**src/rtl/bcss_pkg.sv**
```systemverilog
package bcss_pkg;

    // Sizes of the block.
    localparam int TEXT_MAX_DEFAULT    = 64;
    localparam int PATTERN_MAX_DEFAULT = 8;
    localparam int ALPHABET_SIZE       = 256;
    localparam int RESULT_CAP          = 64;

    // Field and register widths.
    localparam int BYTE_W     = 8;
    localparam int POS_W      = 6;
    localparam int PAT_BYTES  = 8;
    localparam int PAT_W      = PAT_BYTES * BYTE_W;
    localparam int PLEN_W     = 4;
    localparam int PCUR_W     = 3;
    localparam int SKIP_W     = 4;
    localparam int CFG_DATA_W = PAT_W;
    localparam int CFG_IDX_W  = 1;

    // Configuration register indexes.
    typedef enum logic [CFG_IDX_W-1:0] {
        REG_PATTERN_BYTES  = 1'b0,
        REG_PATTERN_LENGTH = 1'b1
    } cfg_reg_t;

    // One result item.
    typedef struct packed {
        logic             found;
        logic [POS_W-1:0] match_position;
        logic             overflow;
        logic             last_result;
    } result_t;

    // Bad-character skip value of one text byte: the distance from the last
    // occurrence of the byte in the pattern to the pattern end, or the
    // pattern length when the byte does not occur in it.
    function automatic logic [SKIP_W-1:0] skip_value(
        input logic [PAT_W-1:0]  pattern,
        input logic [PLEN_W-1:0] len,
        input logic [BYTE_W-1:0] c
    );
        logic [SKIP_W-1:0] skip;
        skip = SKIP_W'(len);
        for (int i = 0; i < PAT_BYTES; i++) begin
            if ((PLEN_W'(i) < len) && (pattern[i*BYTE_W +: BYTE_W] == c)) begin
                skip = SKIP_W'(len - PLEN_W'(i) - PLEN_W'(1));
            end
        end
        return skip;
    endfunction

endpackage

```
**src/rtl/bcss_if.sv**
```systemverilog
// Text channel: one byte per transfer.
interface bcss_text_if;
    logic       valid;
    logic       ready;
    logic [7:0] text_byte;
    logic       final_byte;

    modport source (output valid, output text_byte, output final_byte, input ready);
    modport sink   (input valid, input text_byte, input final_byte, output ready);
endinterface

// Result channel: one match report per transfer.
interface bcss_result_if;
    logic       valid;
    logic       ready;
    logic       found;
    logic [5:0] match_position;
    logic       overflow;
    logic       last_result;

    modport source (output valid, output found, output match_position,
                    output overflow, output last_result, input ready);
    modport sink   (input valid, input found, input match_position,
                    input overflow, input last_result, output ready);
endinterface

```
**src/rtl/bad_character_string_search.sv**
```systemverilog
// Boyer-Moore bad-character string search.
// Text bytes arrive on text_in, one per transfer, and are taken one per cycle
// while the block is idle. The byte with final_byte set ends the text and
// starts the search; up to TEXT_MAX bytes are kept, later ones are dropped
// and every result of that search then carries overflow.
// The search compares one text byte against one pattern byte per step; each
// step passes through a read state and a compare state because the text
// buffer has a registered read port. text_in is not ready during the search
// and accepts the next text right after it.
// Results leave on result_out in text order, one per match, non-overlapping;
// the last one carries last_result. Without a match a single result with
// found low and last_result high is given. A match is held back until the
// next one is found or the search ends, so its last_result flag is known.
// When the receiver stalls, the search halts at the next match until the
// output register is free. Reset empties the text buffer and sets
// pattern_bytes to 0 and pattern_length to 1. Configuration is to be written
// only while the block is idle; the block itself does not enforce it.
module bad_character_string_search
#(
    parameter int TEXT_MAX    = bcss_pkg::TEXT_MAX_DEFAULT,
    parameter int PATTERN_MAX = bcss_pkg::PATTERN_MAX_DEFAULT
)
(
    input  logic                          clk,
    input  logic                          rst_n,
    bcss_text_if.sink                     text_in,
    bcss_result_if.source                 result_out,
    input  logic                          write_enable,
    input  logic [bcss_pkg::CFG_IDX_W-1:0]  register_index,
    input  logic [bcss_pkg::CFG_DATA_W-1:0] write_data
);
    import bcss_pkg::*;

    localparam int AW = (TEXT_MAX > 1) ? $clog2(TEXT_MAX) : 1;
    localparam int CW = $clog2(TEXT_MAX + 1);
    localparam int TW = $clog2(TEXT_MAX + PAT_BYTES + 1);
    localparam int PW = (CW > POS_W) ? CW : POS_W;
    localparam int MW = $clog2(RESULT_CAP + 1);

    typedef enum logic [5:0] {
        ST_IDLE   = 6'b000001,
        ST_WINDOW = 6'b000010,
        ST_READ   = 6'b000100,
        ST_CMP    = 6'b001000,
        ST_MATCH  = 6'b010000,
        ST_FLUSH  = 6'b100000
    } state_t;

    state_t             state_reg, state_next;
    logic [PAT_W-1:0]   pattern_reg;
    logic [PLEN_W-1:0]  plen_reg;
    logic [CW-1:0]      count_reg, count_next;
    logic               ovf_reg, ovf_next;
    logic [CW-1:0]      base_reg, base_next;
    logic [TW-1:0]      tc_reg, tc_next;
    logic [PCUR_W-1:0]  pc_reg, pc_next;
    logic [CW-1:0]      pos_reg, pos_next;
    logic               pend_valid_reg, pend_valid_next;
    logic [POS_W-1:0]   pend_pos_reg, pend_pos_next;
    logic [MW-1:0]      matches_reg, matches_next;
    logic               res_valid_reg, res_valid_next;
    result_t            res_reg, res_next;
    logic [BYTE_W-1:0]  rdata_reg;
    logic [BYTE_W-1:0]  text_mem [TEXT_MAX];

    logic               accept;
    logic               mem_we;
    logic [AW-1:0]      rd_addr;
    logic [PLEN_W-1:0]  m;
    logic [CW-1:0]      len;
    logic               out_free;
    logic [BYTE_W-1:0]  pat_byte;
    logic               hit;
    logic [SKIP_W-1:0]  skip;
    logic [SKIP_W-1:0]  miss_dist;
    logic [SKIP_W-1:0]  shift;
    logic [TW-1:0]      tc_shifted;
    logic [PW-1:0]      pos_wide;

    // Configuration registers.
    always_ff @(posedge clk or negedge rst_n) begin
        if (!rst_n) begin
            pattern_reg <= '0;
            plen_reg    <= PLEN_W'(1);
        end else if (write_enable) begin
            unique case (cfg_reg_t'(register_index))
                REG_PATTERN_BYTES:  pattern_reg <= write_data;
                REG_PATTERN_LENGTH: plen_reg    <= write_data[PLEN_W-1:0];
            endcase
        end
    end

    // Effective pattern length, clamped to 1..PATTERN_MAX.
    always_comb begin
        if (plen_reg == '0) begin
            m = PLEN_W'(1);
        end else if (plen_reg > PLEN_W'(PATTERN_MAX)) begin
            m = PLEN_W'(PATTERN_MAX);
        end else begin
            m = plen_reg;
        end
    end

    // Text buffer with a registered read port.
    assign rd_addr = AW'(TW'(base_reg) + tc_reg);

    always_ff @(posedge clk) begin
        if (mem_we) begin
            text_mem[count_reg[AW-1:0]] <= text_in.text_byte;
        end
        rdata_reg <= text_mem[rd_addr];
    end

    // Shared compare and shift unit.
    assign len        = count_reg - base_reg;
    assign pat_byte   = pattern_reg[{pc_reg, 3'b000} +: BYTE_W];
    assign hit        = (rdata_reg == pat_byte);
    assign skip       = skip_value(pattern_reg, m, rdata_reg);
    assign miss_dist  = SKIP_W'(m - PLEN_W'(pc_reg));
    assign shift      = (miss_dist > skip) ? miss_dist : skip;
    assign tc_shifted = tc_reg + TW'(shift);
    assign pos_wide   = PW'(base_reg) + PW'(tc_reg);

    assign accept          = text_in.valid && text_in.ready;
    assign text_in.ready   = (state_reg == ST_IDLE);
    assign out_free        = !res_valid_reg || result_out.ready;

    // Sequencer.
    always_comb begin
        state_next      = state_reg;
        count_next      = count_reg;
        ovf_next        = ovf_reg;
        base_next       = base_reg;
        tc_next         = tc_reg;
        pc_next         = pc_reg;
        pos_next        = pos_reg;
        pend_valid_next = pend_valid_reg;
        pend_pos_next   = pend_pos_reg;
        matches_next    = matches_reg;
        res_valid_next  = res_valid_reg;
        res_next        = res_reg;
        mem_we          = 1'b0;

        // The output register empties on a transfer.
        if (res_valid_reg && result_out.ready) begin
            res_valid_next = 1'b0;
        end

        unique case (state_reg)
            ST_IDLE:
            begin
                if (accept) begin
                    if (count_reg < CW'(TEXT_MAX)) begin
                        mem_we     = 1'b1;
                        count_next = count_reg + CW'(1);
                    end else begin
                        ovf_next = 1'b1;
                    end
                    if (text_in.final_byte) begin
                        base_next       = '0;
                        matches_next    = '0;
                        pend_valid_next = 1'b0;
                        state_next      = ST_WINDOW;
                    end
                end
            end
            ST_WINDOW:
            begin
                // Too little text left for another occurrence ends the search.
                if (len < CW'(m)) begin
                    state_next = ST_FLUSH;
                end else begin
                    tc_next    = TW'(m - PLEN_W'(1));
                    pc_next    = PCUR_W'(m - PLEN_W'(1));
                    state_next = ST_READ;
                end
            end
            ST_READ:
            begin
                state_next = ST_CMP;
            end
            ST_CMP:
            begin
                if (hit && (pc_reg == '0)) begin
                    pos_next   = CW'(pos_wide);
                    state_next = ST_MATCH;
                end else if (hit) begin
                    tc_next    = tc_reg - TW'(1);
                    pc_next    = pc_reg - PCUR_W'(1);
                    state_next = ST_READ;
                end else if (tc_shifted >= TW'(len)) begin
                    state_next = ST_FLUSH;
                end else begin
                    tc_next    = tc_shifted;
                    pc_next    = PCUR_W'(m - PLEN_W'(1));
                    state_next = ST_READ;
                end
            end
            ST_MATCH:
            begin
                // Release the held match, then hold the new one.
                if (out_free) begin
                    if (pend_valid_reg) begin
                        res_valid_next = 1'b1;
                        res_next       = '{found: 1'b1, match_position: pend_pos_reg,
                                           overflow: ovf_reg, last_result: 1'b0};
                    end
                    pend_valid_next = 1'b1;
                    pend_pos_next   = POS_W'(PW'(pos_reg));
                    matches_next    = matches_reg + MW'(1);
                    base_next       = pos_reg + CW'(m);
                    if (matches_reg == MW'(RESULT_CAP - 1)) begin
                        state_next = ST_FLUSH;
                    end else begin
                        state_next = ST_WINDOW;
                    end
                end
            end
            ST_FLUSH:
            begin
                // Final result of the search, then clear the buffer.
                if (out_free) begin
                    res_valid_next = 1'b1;
                    if (pend_valid_reg) begin
                        res_next = '{found: 1'b1, match_position: pend_pos_reg,
                                     overflow: ovf_reg, last_result: 1'b1};
                    end else begin
                        res_next = '{found: 1'b0, match_position: '0,
                                     overflow: ovf_reg, last_result: 1'b1};
                    end
                    pend_valid_next = 1'b0;
                    count_next      = '0;
                    ovf_next        = 1'b0;
                    base_next       = '0;
                    tc_next         = '0;
                    pc_next         = '0;
                    state_next      = ST_IDLE;
                end
            end
            default:
            begin
                state_next = ST_IDLE;
            end
        endcase
    end

    // Control state.
    always_ff @(posedge clk or negedge rst_n) begin
        if (!rst_n) begin
            state_reg      <= ST_IDLE;
            count_reg      <= '0;
            ovf_reg        <= 1'b0;
            base_reg       <= '0;
            tc_reg         <= '0;
            pc_reg         <= '0;
            pend_valid_reg <= 1'b0;
            matches_reg    <= '0;
            res_valid_reg  <= 1'b0;
        end else begin
            state_reg      <= state_next;
            count_reg      <= count_next;
            ovf_reg        <= ovf_next;
            base_reg       <= base_next;
            tc_reg         <= tc_next;
            pc_reg         <= pc_next;
            pend_valid_reg <= pend_valid_next;
            matches_reg    <= matches_next;
            res_valid_reg  <= res_valid_next;
        end
    end

    // Payload registers.
    always_ff @(posedge clk) begin
        pos_reg      <= pos_next;
        pend_pos_reg <= pend_pos_next;
        res_reg      <= res_next;
    end

    // Result channel.
    assign result_out.valid          = res_valid_reg;
    assign result_out.found          = res_reg.found;
    assign result_out.match_position = res_reg.match_position;
    assign result_out.overflow       = res_reg.overflow;
    assign result_out.last_result    = res_reg.last_result;

endmodule

```
**src/flat_wrapper.sv**
```systemverilog
// flat-port wrapper written by rule: the top's interface ports become plain ports
module bad_character_string_search_flat import bcss_pkg::*;
#(
    parameter int TEXT_MAX    = bcss_pkg::TEXT_MAX_DEFAULT,
    parameter int PATTERN_MAX = bcss_pkg::PATTERN_MAX_DEFAULT
)
  (clk, rst_n, write_enable, register_index, write_data, text_in_valid, text_in_text_byte, text_in_final_byte, text_in_ready, result_out_valid, result_out_found, result_out_match_position, result_out_overflow, result_out_last_result, result_out_ready);
  bcss_text_if text_in_i ();
  bcss_result_if result_out_i ();
  input  logic clk;
  input  logic rst_n;
  input  logic write_enable;
  input  logic [bcss_pkg::CFG_IDX_W-1:0] register_index;
  input  logic [bcss_pkg::CFG_DATA_W-1:0] write_data;
  input wire logic [$bits(text_in_i.valid)-1:0] text_in_valid;
  input wire logic [$bits(text_in_i.text_byte)-1:0] text_in_text_byte;
  input wire logic [$bits(text_in_i.final_byte)-1:0] text_in_final_byte;
  output wire logic [$bits(text_in_i.ready)-1:0] text_in_ready;
  output wire logic [$bits(result_out_i.valid)-1:0] result_out_valid;
  output wire logic [$bits(result_out_i.found)-1:0] result_out_found;
  output wire logic [$bits(result_out_i.match_position)-1:0] result_out_match_position;
  output wire logic [$bits(result_out_i.overflow)-1:0] result_out_overflow;
  output wire logic [$bits(result_out_i.last_result)-1:0] result_out_last_result;
  input wire logic [$bits(result_out_i.ready)-1:0] result_out_ready;
  assign text_in_i.valid = text_in_valid;
  assign text_in_i.text_byte = text_in_text_byte;
  assign text_in_i.final_byte = text_in_final_byte;
  assign text_in_ready = text_in_i.ready;
  assign result_out_valid = result_out_i.valid;
  assign result_out_found = result_out_i.found;
  assign result_out_match_position = result_out_i.match_position;
  assign result_out_overflow = result_out_i.overflow;
  assign result_out_last_result = result_out_i.last_result;
  assign result_out_i.ready = result_out_ready;
  bad_character_string_search #(.TEXT_MAX(TEXT_MAX), .PATTERN_MAX(PATTERN_MAX)) u_core (.clk(clk), .rst_n(rst_n), .text_in(text_in_i), .result_out(result_out_i), .write_enable(write_enable), .register_index(register_index), .write_data(write_data));
endmodule
```
**config.mk**
```make
export PLATFORM = sky130hd
export DESIGN_NAME = bad_character_string_search_flat
export DESIGN_NICKNAME = d
export VERILOG_FILES = /design/src/rtl/bcss_pkg.sv /design/src/rtl/bcss_if.sv /design/src/rtl/bad_character_string_search.sv /design/src/flat_wrapper.sv
export SDC_FILE = /design/constraint.sdc
export NUM_CORES = 1
export LEC_CHECK = 0
export ABC_AREA = 0
export BUFFER_PORTS_ARGS = -buffer_cell sky130_fd_sc_hd__buf_2
export CORE_MARGIN = 4
export CORE_UTILIZATION = 50
export CTS_CLUSTER_SIZE = 24
export DETAILED_ROUTE_END_ITERATION = 8
export PLACE_DENSITY_LB_ADDON = 0.25
export SYNTH_ARGS = -nofsm -noshare
export SYNTH_HDL_FRONTEND = slang
export SYNTH_SLANG_ARGS = --single-unit
```
**constraint.sdc**
```tcl
create_clock -name clk -period 14.3 [get_ports clk]
set_input_delay 2.145 -clock clk [delete_from_list [all_inputs] [get_ports clk]]
set_output_delay 2.145 -clock clk [all_outputs]
set_load 0.005 [all_outputs]
```
After elaboration in Yosys (flattened, before gate mapping)
Memory sizes are Yosys's and may differ from the RTL's. A register that Yosys moved wholly into a read port is not among the register bits.
Index checks and enable logic that the tools add are counted.

cells by class
  mux-type cells = 65
  $mul = 0
  div/mod/pow operators = 0
  $lt $le $gt $ge = 13
  bitwise operators = 1
  $add $sub $neg = 24
  shift-type cells = 1
  equal/unequal tests = 26
  reduce and logical (&&, ||, !) cells = 31

operator list
  operator               number
  $mux W7                11
  $eq A8 B8 Y1           9
  $shiftx A64 B7 Y8      1
  $mux W6                9
  $mux W4                11
  $pmux W7 S3            2
  $mux W9                4
  $pmux W6 S6            1
  $sub A4 B1 Y4 const B  8
  $pmux W7 S2            2
  $reduce_and A4 Y1      5
  $pmux W9 S2            1
  $lt A3 B4 Y1 const A   4
  $sub A4 B3 Y4 const B  4
  $mux W1                15
  $mux W3                5
  $add A7 B1 Y7 const B  2
  $add A7 B4 Y7          2
  $ne A2 B2 Y1 const B   6
  $logic_and A1 B1 Y1    11
  $reduce_and A5 Y1      2
  $pmux W3 S3            1
  $lt A1 B4 Y1 const A   2
  $lt A2 B4 Y1 const A   2
  31 further kinds       41

word-level totals
  register bits after elaboration = 130
  bits in latches = 0
  memory bits (read-only) = 0
  word-level logic and storage cells = 179
  output and inout bits = 11
  memories kept = 1
  bits in writable memories = 512

memory list
  memory           words  bits a word  read ports  clocked after Yosys merged registers in  write ports  RTL line                           text
  u_core.text_mem  64     8            1           1                                        1            bad_character_string_search.sv:64  logic [BYTE_W-1:0] text_mem [TEXT_MAX];

Longest topological paths before layout
Gate-level depths: netlist of run 1.

  depth after elaboration = 21
  gate-level depth with buffers = 35

Worst setup path before layout of run 1
Ideal clock, no wire load.

  path type = register to register
  start point = reg u_core.plen_reg[1]
  end point = reg u_core.tc_reg[1]
  cell stages (with the launch flop) = 34
  required time = 14175 ps
  setup time = 125 ps
  arrival time = 6522 ps
  buffers on the path = 2
  setup slack = 7653 ps
  period minus slack after synthesis = 6647 ps
  path through = dfrtp_1 > clkbuf_1 > nand2_1 > inv_1 > ha_1 > inv_1 > ha_1 > nor3_1 > nand2_1 > nand4bb_1 > clkbuf_1 > or3_1 > and2_1 > ha_1 > nor2b_1 > o21ai_0 > nand2b_1 > a21oi_1 > a41o_1 > o21ai_0 > a31oi_1 > a31oi_1 > ha_1 > fa_1 > a21o_1 > a21oi_1 > nor3_1 > xnor2_1 > ha_1 > a21o_1 > a31o_2 > or2_2 > a21oi_4 > mux2_4

on the way
  longest elaborated chain between the ends = 20
  elaborated cells between the ends (all ways) = 57
  those cells by class = add/sub (17); order compare (12); eq/ne (2); mux (16); reduce/logical (10)

ends and longest elaborated chain
  what                                                    RTL line                            text
  from (decl)                                             bad_character_string_search.sv:51   logic [PLEN_W-1:0] plen_reg;
  from (signal assigned)                                  bad_character_string_search.sv:88   REG_PATTERN_LENGTH: plen_reg <= write_data[PLEN_W-1:0];
  $gt A4 B4 Y1                                            bad_character_string_search.sv:97   end else if (plen_reg > PLEN_W'(PATTERN_MAX)) begin
  $mux W4                                                 bad_character_string_search.sv:97
  $mux W4 (*)                                             bad_character_string_search.sv:95   if (plen_reg == '0) begin
  branches (longest 17 deep; another with $add A7 B4 Y7)  -
  to (signal assigned)                                    bad_character_string_search.sv:264  tc_reg <= tc_next;
  to (decl)                                               bad_character_string_search.sv:55   logic [TW-1:0] tc_reg, tc_next;

Mark *: on every way between the ends. The select of a mux whose other input is x is not followed.
A chain may end at the register's enable or synchronous reset.

Final worst setup path of run 1
  start point = reg u_core.plen_reg[3]
  end point = reg u_core.pc_reg[2]

on the way
  longest elaborated chain between the ends = 19
  elaborated cells between the ends (all ways) = 56
  those cells by class = add/sub (16); order compare (12); eq/ne (2); mux (16); reduce/logical (10)

ends and longest elaborated chain
  what                                                    RTL line                            text
  $gt A4 B4 Y1                                            bad_character_string_search.sv:97
  $mux W4                                                 bad_character_string_search.sv:97
  $mux W4 (*)                                             bad_character_string_search.sv:95
  branches (longest 16 deep; another with $add A7 B4 Y7)  -
  to (signal assigned)                                    bad_character_string_search.sv:265  pc_reg <= pc_next;
  to (decl)                                               bad_character_string_search.sv:56   logic [PCUR_W-1:0] pc_reg, pc_next;

Marked as above.

==> impl_results.md, run 1 <==
* Status: completed
* Vias per cell at 6.027
* Clock Sinks at 650
* Synth top area share at 56.35%
* Slowest cell on crit path: dfrtp_1
* Port bufs at 89
* Hold Path Class: flip-flop to flip-flop
* Asr flop ratio synth at 16.62%
* # IOs at 90
* Total die area at just over 0.06 mm²
* Total number of vias at 15.26k
* CTS clk-pin slew, worst paths at 0.06 ns
* Die Span Y at 246.6 µm
* Remaining DRCs at 0
* CTS tree: built
* H-tree Lvls at 3
* Leak pwr at 10.95 nW
* Syn Std Cell Area at 0.02846 mm²
* Worst Path Buf+Inv at 3
* Total wire length at 66,360 µm
* Post-synth EDFFs at 534
* Total track usage at ~22%
* Max stage delay on crit path at 0.53 ns
* Largest net degree at the start of global routing at 70
* Routed Antenna Nets at 0
* Area Growth Syn to Fin at 12.61%
* Final HPWL DP at approximately 42,000 µm
* CTS buffer count at 70
* Fill cells at about 4.3k
* Top cell type by total area after synthesis: edfxtp_1
* RSZ-0062 raised after global routing: no
* Top delay family on crit path: compound AO/OA/AOI/OAI gates
* Maximum clock path buffer count at 3
* Worst setup margin at 6.265 ns
* Max FO, Critical Path at 14
* Number of max-cap violations at 0
* CP dominant cell by count: ha_1
* Initial antenna violation count at 0
* First-pass GRT wire length at 101,300 µm
* Post-CTS Hold Fix Bufs at 0
* Finished Core Util at a little under three fifths
* Yosys cell types at 67
* Layout cells sized above 1 at 27.36%
* Post-CTS Resized at 0
* Final instance area at about 0.032 mm²
* # nets final at 1,853
* Layout Skew at ~0.022 ns
* Max reg flops at 512
* Core Region at around 0.056 mm²
* Post-DP Area at approximately 0.030 mm²
* Final hold vios at 0
* Part of the cycle the worst path needs at 56.19%
* Synth top area cells: edfxtp_1, mux4_2, dfrtp_1
* Antenna cells at 0
* Most frequent cells in the layout: edfxtp_1, mux4_2, nor2_1
* DP Worst Slack at 6.400 ns
* Critical Path End Type: flip-flop
* Synth Flop Type: edfxtp_1
* Worst VDD drop at 126.2 µV
* Post-synthesis cell count at 1,618
* First-pass DRT Iterations at 5
* Vias in the first global route at around 16k
* Actual slew at the worst max-slew pin at 1.299 ns
* Rows at 87
* GRT overflow at 0
* Syn Nets at 1,753
* Most common cell after layout, fill and taps aside: edfxtp_1
* Setup TNS at 0 ns
* Routed len/inst at 26.21 µm
* Crit path time final at 8.035 ns
* Synth warn at 0
* FMAX at ~0.12 GHz
* Placer congestion estimate at 0.8969
* Die width at 246.6 µm
* Crit path kind: flip-flop to flip-flop
* Post-CTS Setup Bufs at 0
* Critical Path Start Type: flip-flop
* Slew Viols, Final at 0
* Design Power at 0.006148 W
* Syn avg cell area at 17.59 µm²
* Final setup vio count at 0
* Iter 0 DRT Violations at 1,692
* Clk root buf: clkbuf_16
* Initial Util at approximately half
* Synthesis-stage register bit count at 650
* PwrDens at 191.9 mW/mm²
* Clk_lat worst skew at 0.61 ns
* Relative slew slack at 13.40%
* Arr. time, crit path at around 8.5 ns
* CP required at approximately 15 ns
* Sequential area share after synthesis at 66.42%
## cell families after synthesis
group,after synthesis,share of synthesized area [%]
XOR/XNOR,106,3.263
flip-flops,650,66.42
multiplexers,269,17.93
buffers and inverters,112,1.552
adder cells (fa/ha/maj),56,2.594
AND/OR/NAND/NOR,284,4.933
AO/OA/AOI/OAI,141,3.311
## cell usage after synthesis (all sizes together), types with 10 or more instances
master	count
mux2	73
nand3	23
mux4	184
nand2	43
clkbuf	54
nor2	113
nor2b	17
buf	23
dfrtp	106
xnor2	57
ha	51
xor2	49
o21ai	28
a21o	16
nor3	16
mux2i	12
a21oi	34
nor4	10
nand4	14
inv	35
edfxtp	534
## final timing paths
kind	start	to	slack, ns	depth (start not counted)
worst max-delay path	u_core.plen_reg[3]	u_core.pc_reg[2]	6.27	32
worst min-delay path	u_core.ovf_reg	u_core.result_out.overflow	0.48	0
worst max register to register	u_core.plen_reg[3]	u_core.pc_reg[2]	6.27	32
worst min register to register	u_core.ovf_reg	u_core.result_out.overflow	0.48	0
max in group asynchronous	rst_n	u_core.base_reg[5]	11.47	2
min in group asynchronous	rst_n	u_core.pattern_reg[61]	1.53	1
## final cells by class
class                      count  area [µm²]  share of cell area (%)
sequential                   650       18900                   58.98
multi-input combinational    856        9168                   28.61
clock buffer                  93        1963                   6.126
tap                          756       945.9                   2.952
timing repair buffer         105       568.0                   1.773
clock inverter                37       367.9                   1.148
inverter                      35       131.4                  0.4100
## routing by layer
layer	share of wire (%)	GRT usage (%)
met5	0	0
met4	2.6	6.057
met3	6.5	4.027
met2	49	36.67
met1	42	31.49
## through the flow
step | instances | hold WS (ns)
after floorplan | 1618 | 0.4307
after global placement | 2402 | 0.4631
after detailed placement | 2402 | 0.4629
after CTS | 2532 | 0.4804
after global routing | 2532 | 0.4971
final | 2532 | 0.4807
## power breakdown
part | switching, W | leakage [nW] | total (W) | internal (W)
logic | 0.00107 | 3.61 | 0.00202 | 0.000949
registers | 0.000169 | 6.21 | 0.00232 | 0.00215
clock network | 0.000748 | 1.14 | 0.00182 | 0.00107
Note: power is estimated with default switching activity, not from simulation.
==> run 2: changes to the inputs <==
==> constraint.sdc (replaced) <==
create_clock -name clk -period 6.9 [get_ports clk]
set_input_delay 1.035 -clock clk [delete_from_list [all_inputs] [get_ports clk]]
set_output_delay 1.035 -clock clk [all_outputs]
set_load 0.005 [all_outputs]
==> run 2 against run 1 <==
Net effect:
- hold slack lost 0.081 ns
- die area is the same
- design area grew 0.87%
- register-to-register slack got worse by 5.9 ns
- first-iteration DRC count is 7.6% lower
- critical path type unchanged
- highest routed layer unchanged
==> impl_results.md, run 2 (same netlist as run 1, synthesis figures left out) <==
* Status: completed
* Total wire length at 66,260 µm (-0.15%)
* Die Span Y at 246.6 µm (unchanged)
* First-pass DRT Iterations at 5 (unchanged)
* Rows at 87 (unchanged)
* Layout Skew at 0.02272 ns (+0.0009652 ns)
* Crit path kind: flip-flop to flip-flop
* CTS clk-pin slew, worst paths at 0.06 ns (about the same)
* Total number of vias at 15.38k (+0.75%)
* Clk root buf: clkbuf_16
* Final hold vios at 0 (unchanged)
* Vias per cell at 5.999 (-0.47%)
* Max reg flops at 512 (unchanged)
* Final setup vio count at 0 (unchanged)
* Part of the cycle the worst path needs at 94.81% (+39 points)
* CP dominant cell by count: ha_1
* Total die area at 0.06079 mm² (unchanged)
* Clk_lat worst skew at 0.61 ns (about the same)
* Critical Path Start Type: flip-flop
* Maximum clock path buffer count at 3 (unchanged)
* Design Power at 0.01276 W (+110%)
* # IOs at 90 (unchanged)
* # nets final at 1,891 (+2.1%)
* CTS buffer count at 67 (-4.3%)
* Initial Util at 50.47% (unchanged)
* First-pass GRT wire length at 100,700 µm (-0.56%)
* Largest net degree at the start of global routing at 95 (+36%)
* Most common cell after layout, fill and taps aside: edfxtp_1
* Hold Path Class: input pin to asynchronous set/reset pin
* Iter 0 DRT Violations at 1,563 (-7.6%)
* Final HPWL DP at 42,240 µm (+0.23%)
* Most frequent cells in the layout: edfxtp_1, mux4_2, nor2_1
* Routed Antenna Nets at 0 (unchanged)
* FMAX at 0.1529 GHz (+23%)
* Actual slew at the worst max-slew pin at 1.322 ns (+0.02257 ns)
* Worst VDD drop at 314.6 µV (+150%)
* Arr. time, crit path at 7.03 ns (-1.49 ns)
* Die width at 246.6 µm (unchanged)
* Setup TNS at 0 ns (unchanged)
* CTS tree: built
* Placer congestion estimate at 0.8567 (-4.5%)
* Vias in the first global route at 15.66k (-0.39%)
* Hold WS at 0.3996 ns (-0.08113 ns)
* Routed len/inst at 25.85 µm (-1.4%)
* Slowest cell on crit path: dfstp_2
* Antenna cells at 0 (unchanged)
* GRT overflow at 0 (unchanged)
* Remaining DRCs at 0 (unchanged)
* Top delay family on crit path: simple AND/OR/NAND/NOR gates
* CP required at 7.39 ns (-7.40 ns)
* Crit path time final at 6.542 ns (-1.493 ns)
* Total track usage at 22.26% (-0.16 points)
* Number of max-cap violations at 0 (unchanged)
* Max stage delay on crit path at 0.56 ns (+0.03 ns)
* Max FO, Critical Path at 8 (-6)
* Leak pwr at 11.12 nW (+1.5%)
* H-tree Lvls at 3 (unchanged)
* Worst Path Buf+Inv at 3 (unchanged)
* Slew Viols, Final at 0 (unchanged)
* PwrDens at 394.8 mW/mm² (+110%)
* Core Region at 0.05639 mm² (unchanged)
* Port bufs at 89 (unchanged)
* Critical Path End Type: flip-flop
* Area Growth Syn to Fin at 13.59%
* Initial antenna violation count at 0 (unchanged)
* Layout cells sized above 1 at 29.39% (+2.0 points)
* Clock Sinks at 650 (unchanged)
* Relative slew slack at 11.90% (-1.5 points)
-- run 2: area by class of cell --
cell class                 count  area, µm²
fill                        4336      24060
sequential                   650      18900
multi-input combinational    856       9243
clock buffer                  86       1779
tap                          756      945.9
timing repair buffer         146      917.1
clock inverter                34      404.1
inverter                      35      131.4
-- run 2: per-layer routing --
layer | routed length (µm) | share of wire, % | global-route usage, %
met3 | 3963 | 6.0 | 4.168
met1 | 28190 | 43 | 32.02
met4 | 1337 | 2.0 | 4.839
met2 | 32770 | 49 | 36.04
met5 | 0 | 0 | 0
-- run 2: through the flow --
step | utilization [%] | cell area (µm²) | worst slack, ns | instances
global route | 57.32 | 32320 | -0.02982 | 2563
finish | 57.32 | 32320 | 0.3578 | 2563
CTS | 57.09 | 32190 | 0.06747 | 2556
global placement | 53.17 | 29980 | 0.1637 | 2434
floorplan | - | 28460 | 0.2530 | 1618
detailed placement | 53.17 | 29980 | -0.06025 | 2434
-- run 2: report_power, final --
| group | leakage, nW | internal, W | switching, W |
|---|---|---|---|
| clock network | 1.06 | 0.00207 | 0.00151 |
| logic | 3.85 | 0.00210 | 0.00238 |
| registers | 6.20 | 0.00445 | 0.000242 |
-- run 2: repair_timing --
action	in CTS	in global routing
setup endpoints to repair	5	10
setup buffers	2	7
hold endpoints to repair	0	0
hold buffers	0	0
pin swaps	1	8
resized for setup	1	17
-- run 2: path summary, 6_finish.rpt --
| path | start | end | slack (ns) | depth (start not counted) |
|---|---|---|---|---|
| max in group asynchronous | rst_n | u_core.plen_reg[3] | 5.21 | 2 |
| max reg2reg | u_core.plen_reg[0] | u_core.tc_reg[2] | 0.36 | 32 |
| min reg2reg | u_core.pos_reg[2] | u_core.pend_pos_reg[2] | 0.47 | 0 |
| min in group clk | u_core.pos_reg[2] | u_core.pend_pos_reg[2] | 0.47 | 0 |
| max | u_core.plen_reg[0] | u_core.tc_reg[2] | 0.36 | 32 |
| min | rst_n | u_core.pattern_reg[29] | 0.40 | 1 |
==> run 3: changes to the inputs <==
--- a/config.mk
+++ b/config.mk
@@ -5,7 +5,7 @@
 export SDC_FILE = /design/constraint.sdc
 export NUM_CORES = 1
 export LEC_CHECK = 0
-export ABC_AREA = 0
+export ABC_AREA = 1
 export BUFFER_PORTS_ARGS = -buffer_cell sky130_fd_sc_hd__buf_2
 export CORE_MARGIN = 4
 export CORE_UTILIZATION = 50
==> run 3 against run 2 <==
Net effect:
- clock power rose by 2%
- register-to-register slack better by 0.26 ns
- cell count grew 44%
- flip-flop and latch count stayed put
- first-iteration DRC count is 28% higher
- critical path depth up 2
- synthesized cell count grew 73%
- clock-buffer cell count fell by 1
- critical path type unchanged
- highest routed layer unchanged
==> impl_results.md, run 3 <==
* Post-Place Cells at 3,555 (+46%)
* Slew Viols, Final at 0 (unchanged)
* Arr. time, crit path at 6.78 ns (-0.25 ns)
* Layout Skew at 0.03045 ns (+0.007730 ns)
* Relative slew slack at 27.14% (+15 points)
* CTS buffer count at 69 (+3.0%)
* Largest net degree at the start of global routing at 176 (+85%)
* Non-filler cells, final at 3,678 (+44%)
* R2R depth at 34 (+6.3%)
* PwrDens at 382.9 mW/mm² (-3.0%)
* Max FO, Critical Path at 12 (+4)
* Syn Std Cell Area at 0.02975 mm² (+4.5%)
* Total wire length at 75,450 µm (+14%)
* Slowest cell on crit path: dfstp_2
* Port bufs at 89 (unchanged)
* Crit path kind: flip-flop to flip-flop
* FMAX at 0.1591 GHz (+4.1%)
* First-pass GRT wire length at 116,400 µm (+16%)
* Final setup vio count at 0 (unchanged)
* Most frequent cells in the layout: edfxtp_1, nor2_1, nand2_1
* Remaining DRCs at 0 (unchanged)
* Syn avg cell area at 10.64 µm² (-40%)
* CP dominant cell by count: nand2_1
* Worst VDD drop at 351.3 µV (+12%)
* Crit path time final at 6.285 ns (-0.2574 ns)
* Hold Path Class: input pin to asynchronous set/reset pin
* Total track usage at 23.30% (+1.0 points)
* Placer congestion estimate at 0.9426 (+10%)
* Routed len/inst at 20.51 µm (-21%)
* Number of max-cap violations at 0 (unchanged)
* Fill cells at 4,908 (+13%)
* Clk_lat worst skew at 0.62 ns (about the same)
* Post-synthesis cell count at 2,797 (+73%)
* Setup TNS at 0 ns (unchanged)
* Part of the cycle the worst path needs at 91.08% (-3.7 points)
* Post-CTS Hold Fix Bufs at 0 (unchanged)
* Yosys cell types at 54 (-19%)
* Vias in the first global route at 20.44k (+31%)
* Sequential area share after synthesis at 63.54% (-2.9 points)
* CTS tree: built
* Max reg flops at 512 (unchanged)
* CP required at 7.40 ns (about the same)
* Total number of vias at 21.11k (+37%)
* Top cell type by total area after synthesis: edfxtp_1
* Routed Antenna Nets at 0 (unchanged)
* Total die area at 0.06346 mm² (+4.4%)
* Synth top area share at 53.91% (-2.4 points)
* Final hold vios at 0 (unchanged)
* Initial Util at 50.50% (about the same)
* Antenna cells at 0 (unchanged)
* Worst reg2reg startpoint: u_core.plen_reg[0]
* Post-synth EDFFs at 534 (unchanged)
* Actual slew at the worst max-slew pin at 1.093 ns (-0.2287 ns)
* Finished Core Util at 56.22% (-1.1 points)
* Vias per cell at 5.740 (-4.3%)
* Design Power at 0.01268 W (-0.65%)
* RSZ-0062 raised after global routing: no
* Most common cell in the synthesized netlist: edfxtp_1
* FF-to-FF End: u_core.tc_reg[6]
* Iter 0 DRT Violations at 1,999 (+28%)
* # nets final at 2,990 (+58%)
* Syn Nets at 2,932 (+67%)
* Layout cells sized above 1 at 9.122% (-20 points)
* Die Span Y at 251.9 µm (+2.2%)
* Maximum clock path buffer count at 3 (unchanged)
* Final instance area at 0.03312 mm² (+2.5%)
* Synth top area cells: edfxtp_1, dfrtp_1, nor2_1
* Status: completed
* Asr flop ratio synth at 16.62% (unchanged)
* Leak pwr at 12.62 nW (+14%)
* Rows at 89 (+2.3%)
* Most common cell after layout, fill and taps aside: edfxtp_1
* Clk root buf: clkbuf_16
* Synthesis-stage register bit count at 650 (unchanged)
* Area Growth Syn to Fin at 11.34%
* Critical Path Start Type: flip-flop
* Post-DP Area at 0.03088 mm² (+3.0%)
* Max stage delay on crit path at 0.53 ns (-0.03 ns)
* # IOs at 90 (unchanged)
* Synth warn at 0 (unchanged)
* Die width at 251.9 µm (+2.2%)
* Final HPWL DP at 47,320 µm (+12%)
* Core Region at 0.05891 mm² (+4.5%)
* Clock Sinks at 650 (unchanged)
* Initial antenna violation count at 0 (unchanged)
* Post-synth top cells: edfxtp_1, nor2_1, nand2_1, o21ai_0, inv_1
* Synth Flop Type: edfxtp_1
* CTS clk-pin slew, worst paths at 0.06 ns (about the same)
* H-tree Lvls at 3 (unchanged)
* R2r setup slk at 0.62 ns (+0.26 ns)
* GRT overflow at 0 (unchanged)
* First-pass DRT Iterations at 6 (+1)
* Critical Path End Type: flip-flop
run 3: worst max-delay path by stage:
stage	start	cells after the start	slack (ns)	endpoint
after floorplan	u_core.plen_reg[0]	36	1.47	u_core.pc_reg[0]
after global placement	u_core.plen_reg[1]	37	0.74	u_core.pc_reg[1]
after detailed placement	u_core.plen_reg[0]	39	0.50	u_core.tc_reg[4]
after CTS	u_core.plen_reg[0]	39	0.47	u_core.tc_reg[4]
after global routing	u_core.plen_reg[0]	34	0.04	u_core.pc_reg[1]
final	u_core.plen_reg[0]	34	0.62	u_core.tc_reg[6]
run 3: metrics by stage:
step	setup slack, ns	hold WS (ns)
after floorplan	1.471	0.4218
after global placement	0.7377	0.4369
after detailed placement	0.4990	0.4339
after CTS	0.4676	0.3893
after global routing	0.03969	0.4171
final	0.6152	0.3902
run 3: area by class of cell:
class | count | area (µm²) | area share (%)
clock buffer | 85 | 1849 | 5.584
clock inverter | 36 | 367.9 | 1.111
inverter | 197 | 750.7 | 2.267
multi-input combinational | 1815 | 9562 | 28.87
timing repair buffer | 122 | 720.7 | 2.176
tap | 773 | 967.2 | 2.920
sequential | 650 | 18900 | 57.07
run 3: worst max-delay path: cells and delay by family (launching register included):
family / cells / cell delay (ns)
AOI/OAI and AO/OA: 9 / 1.54
adders and majority gates: 5 / 1.48
and+or+nand+nor: 13 / 1.47
xor gates and xnor gates: 3 / 0.77
DFF: 1 / 0.53
buffers and inverters: 4 / 0.38
run 3: cells by family after synthesis:
| group | after synthesis | share of synthesized area (%) |
|---|---|---|
| xor gates and xnor gates | 58 | 1.708 |
| muxes | 76 | 2.608 |
| DFF | 650 | 63.54 |
| buffers and inverters | 332 | 4.517 |
| and+or+nand+nor | 1158 | 15.99 |
| adders and majority gates | 56 | 2.482 |
| AOI/OAI and AO/OA | 467 | 9.157 |
run 3: timing repair:
| item | 4_1_cts | 5_1_grt |
|---|---|---|
| buffers inserted | 0 | 2 |
| endpoints found under the setup margin | 0 | 11 |
| gates resized for setup | 0 | 4 |
run 3: metal layers:
layer | wire (µm) | track usage [%] | vias to the layer above
li1 | - | - | 9873
met1 | 30870 | 31.01 | 10200
met2 | 36520 | 39.05 | 867
met3 | 5288 | 3.897 | 172
met4 | 2770 | 8.449 | 0
met5 | 0 | 0 | -
run 3: where the power goes:
group	switching (W)	leakage [nW]	total, W	internal (W)
Sequential	0.000207	6.14	0.00459	0.00438
Clock	0.00154	1.09	0.00365	0.00211
Combinational	0.00299	5.39	0.00445	0.00145
Total	0.00474	12.6	0.0127	0.00794
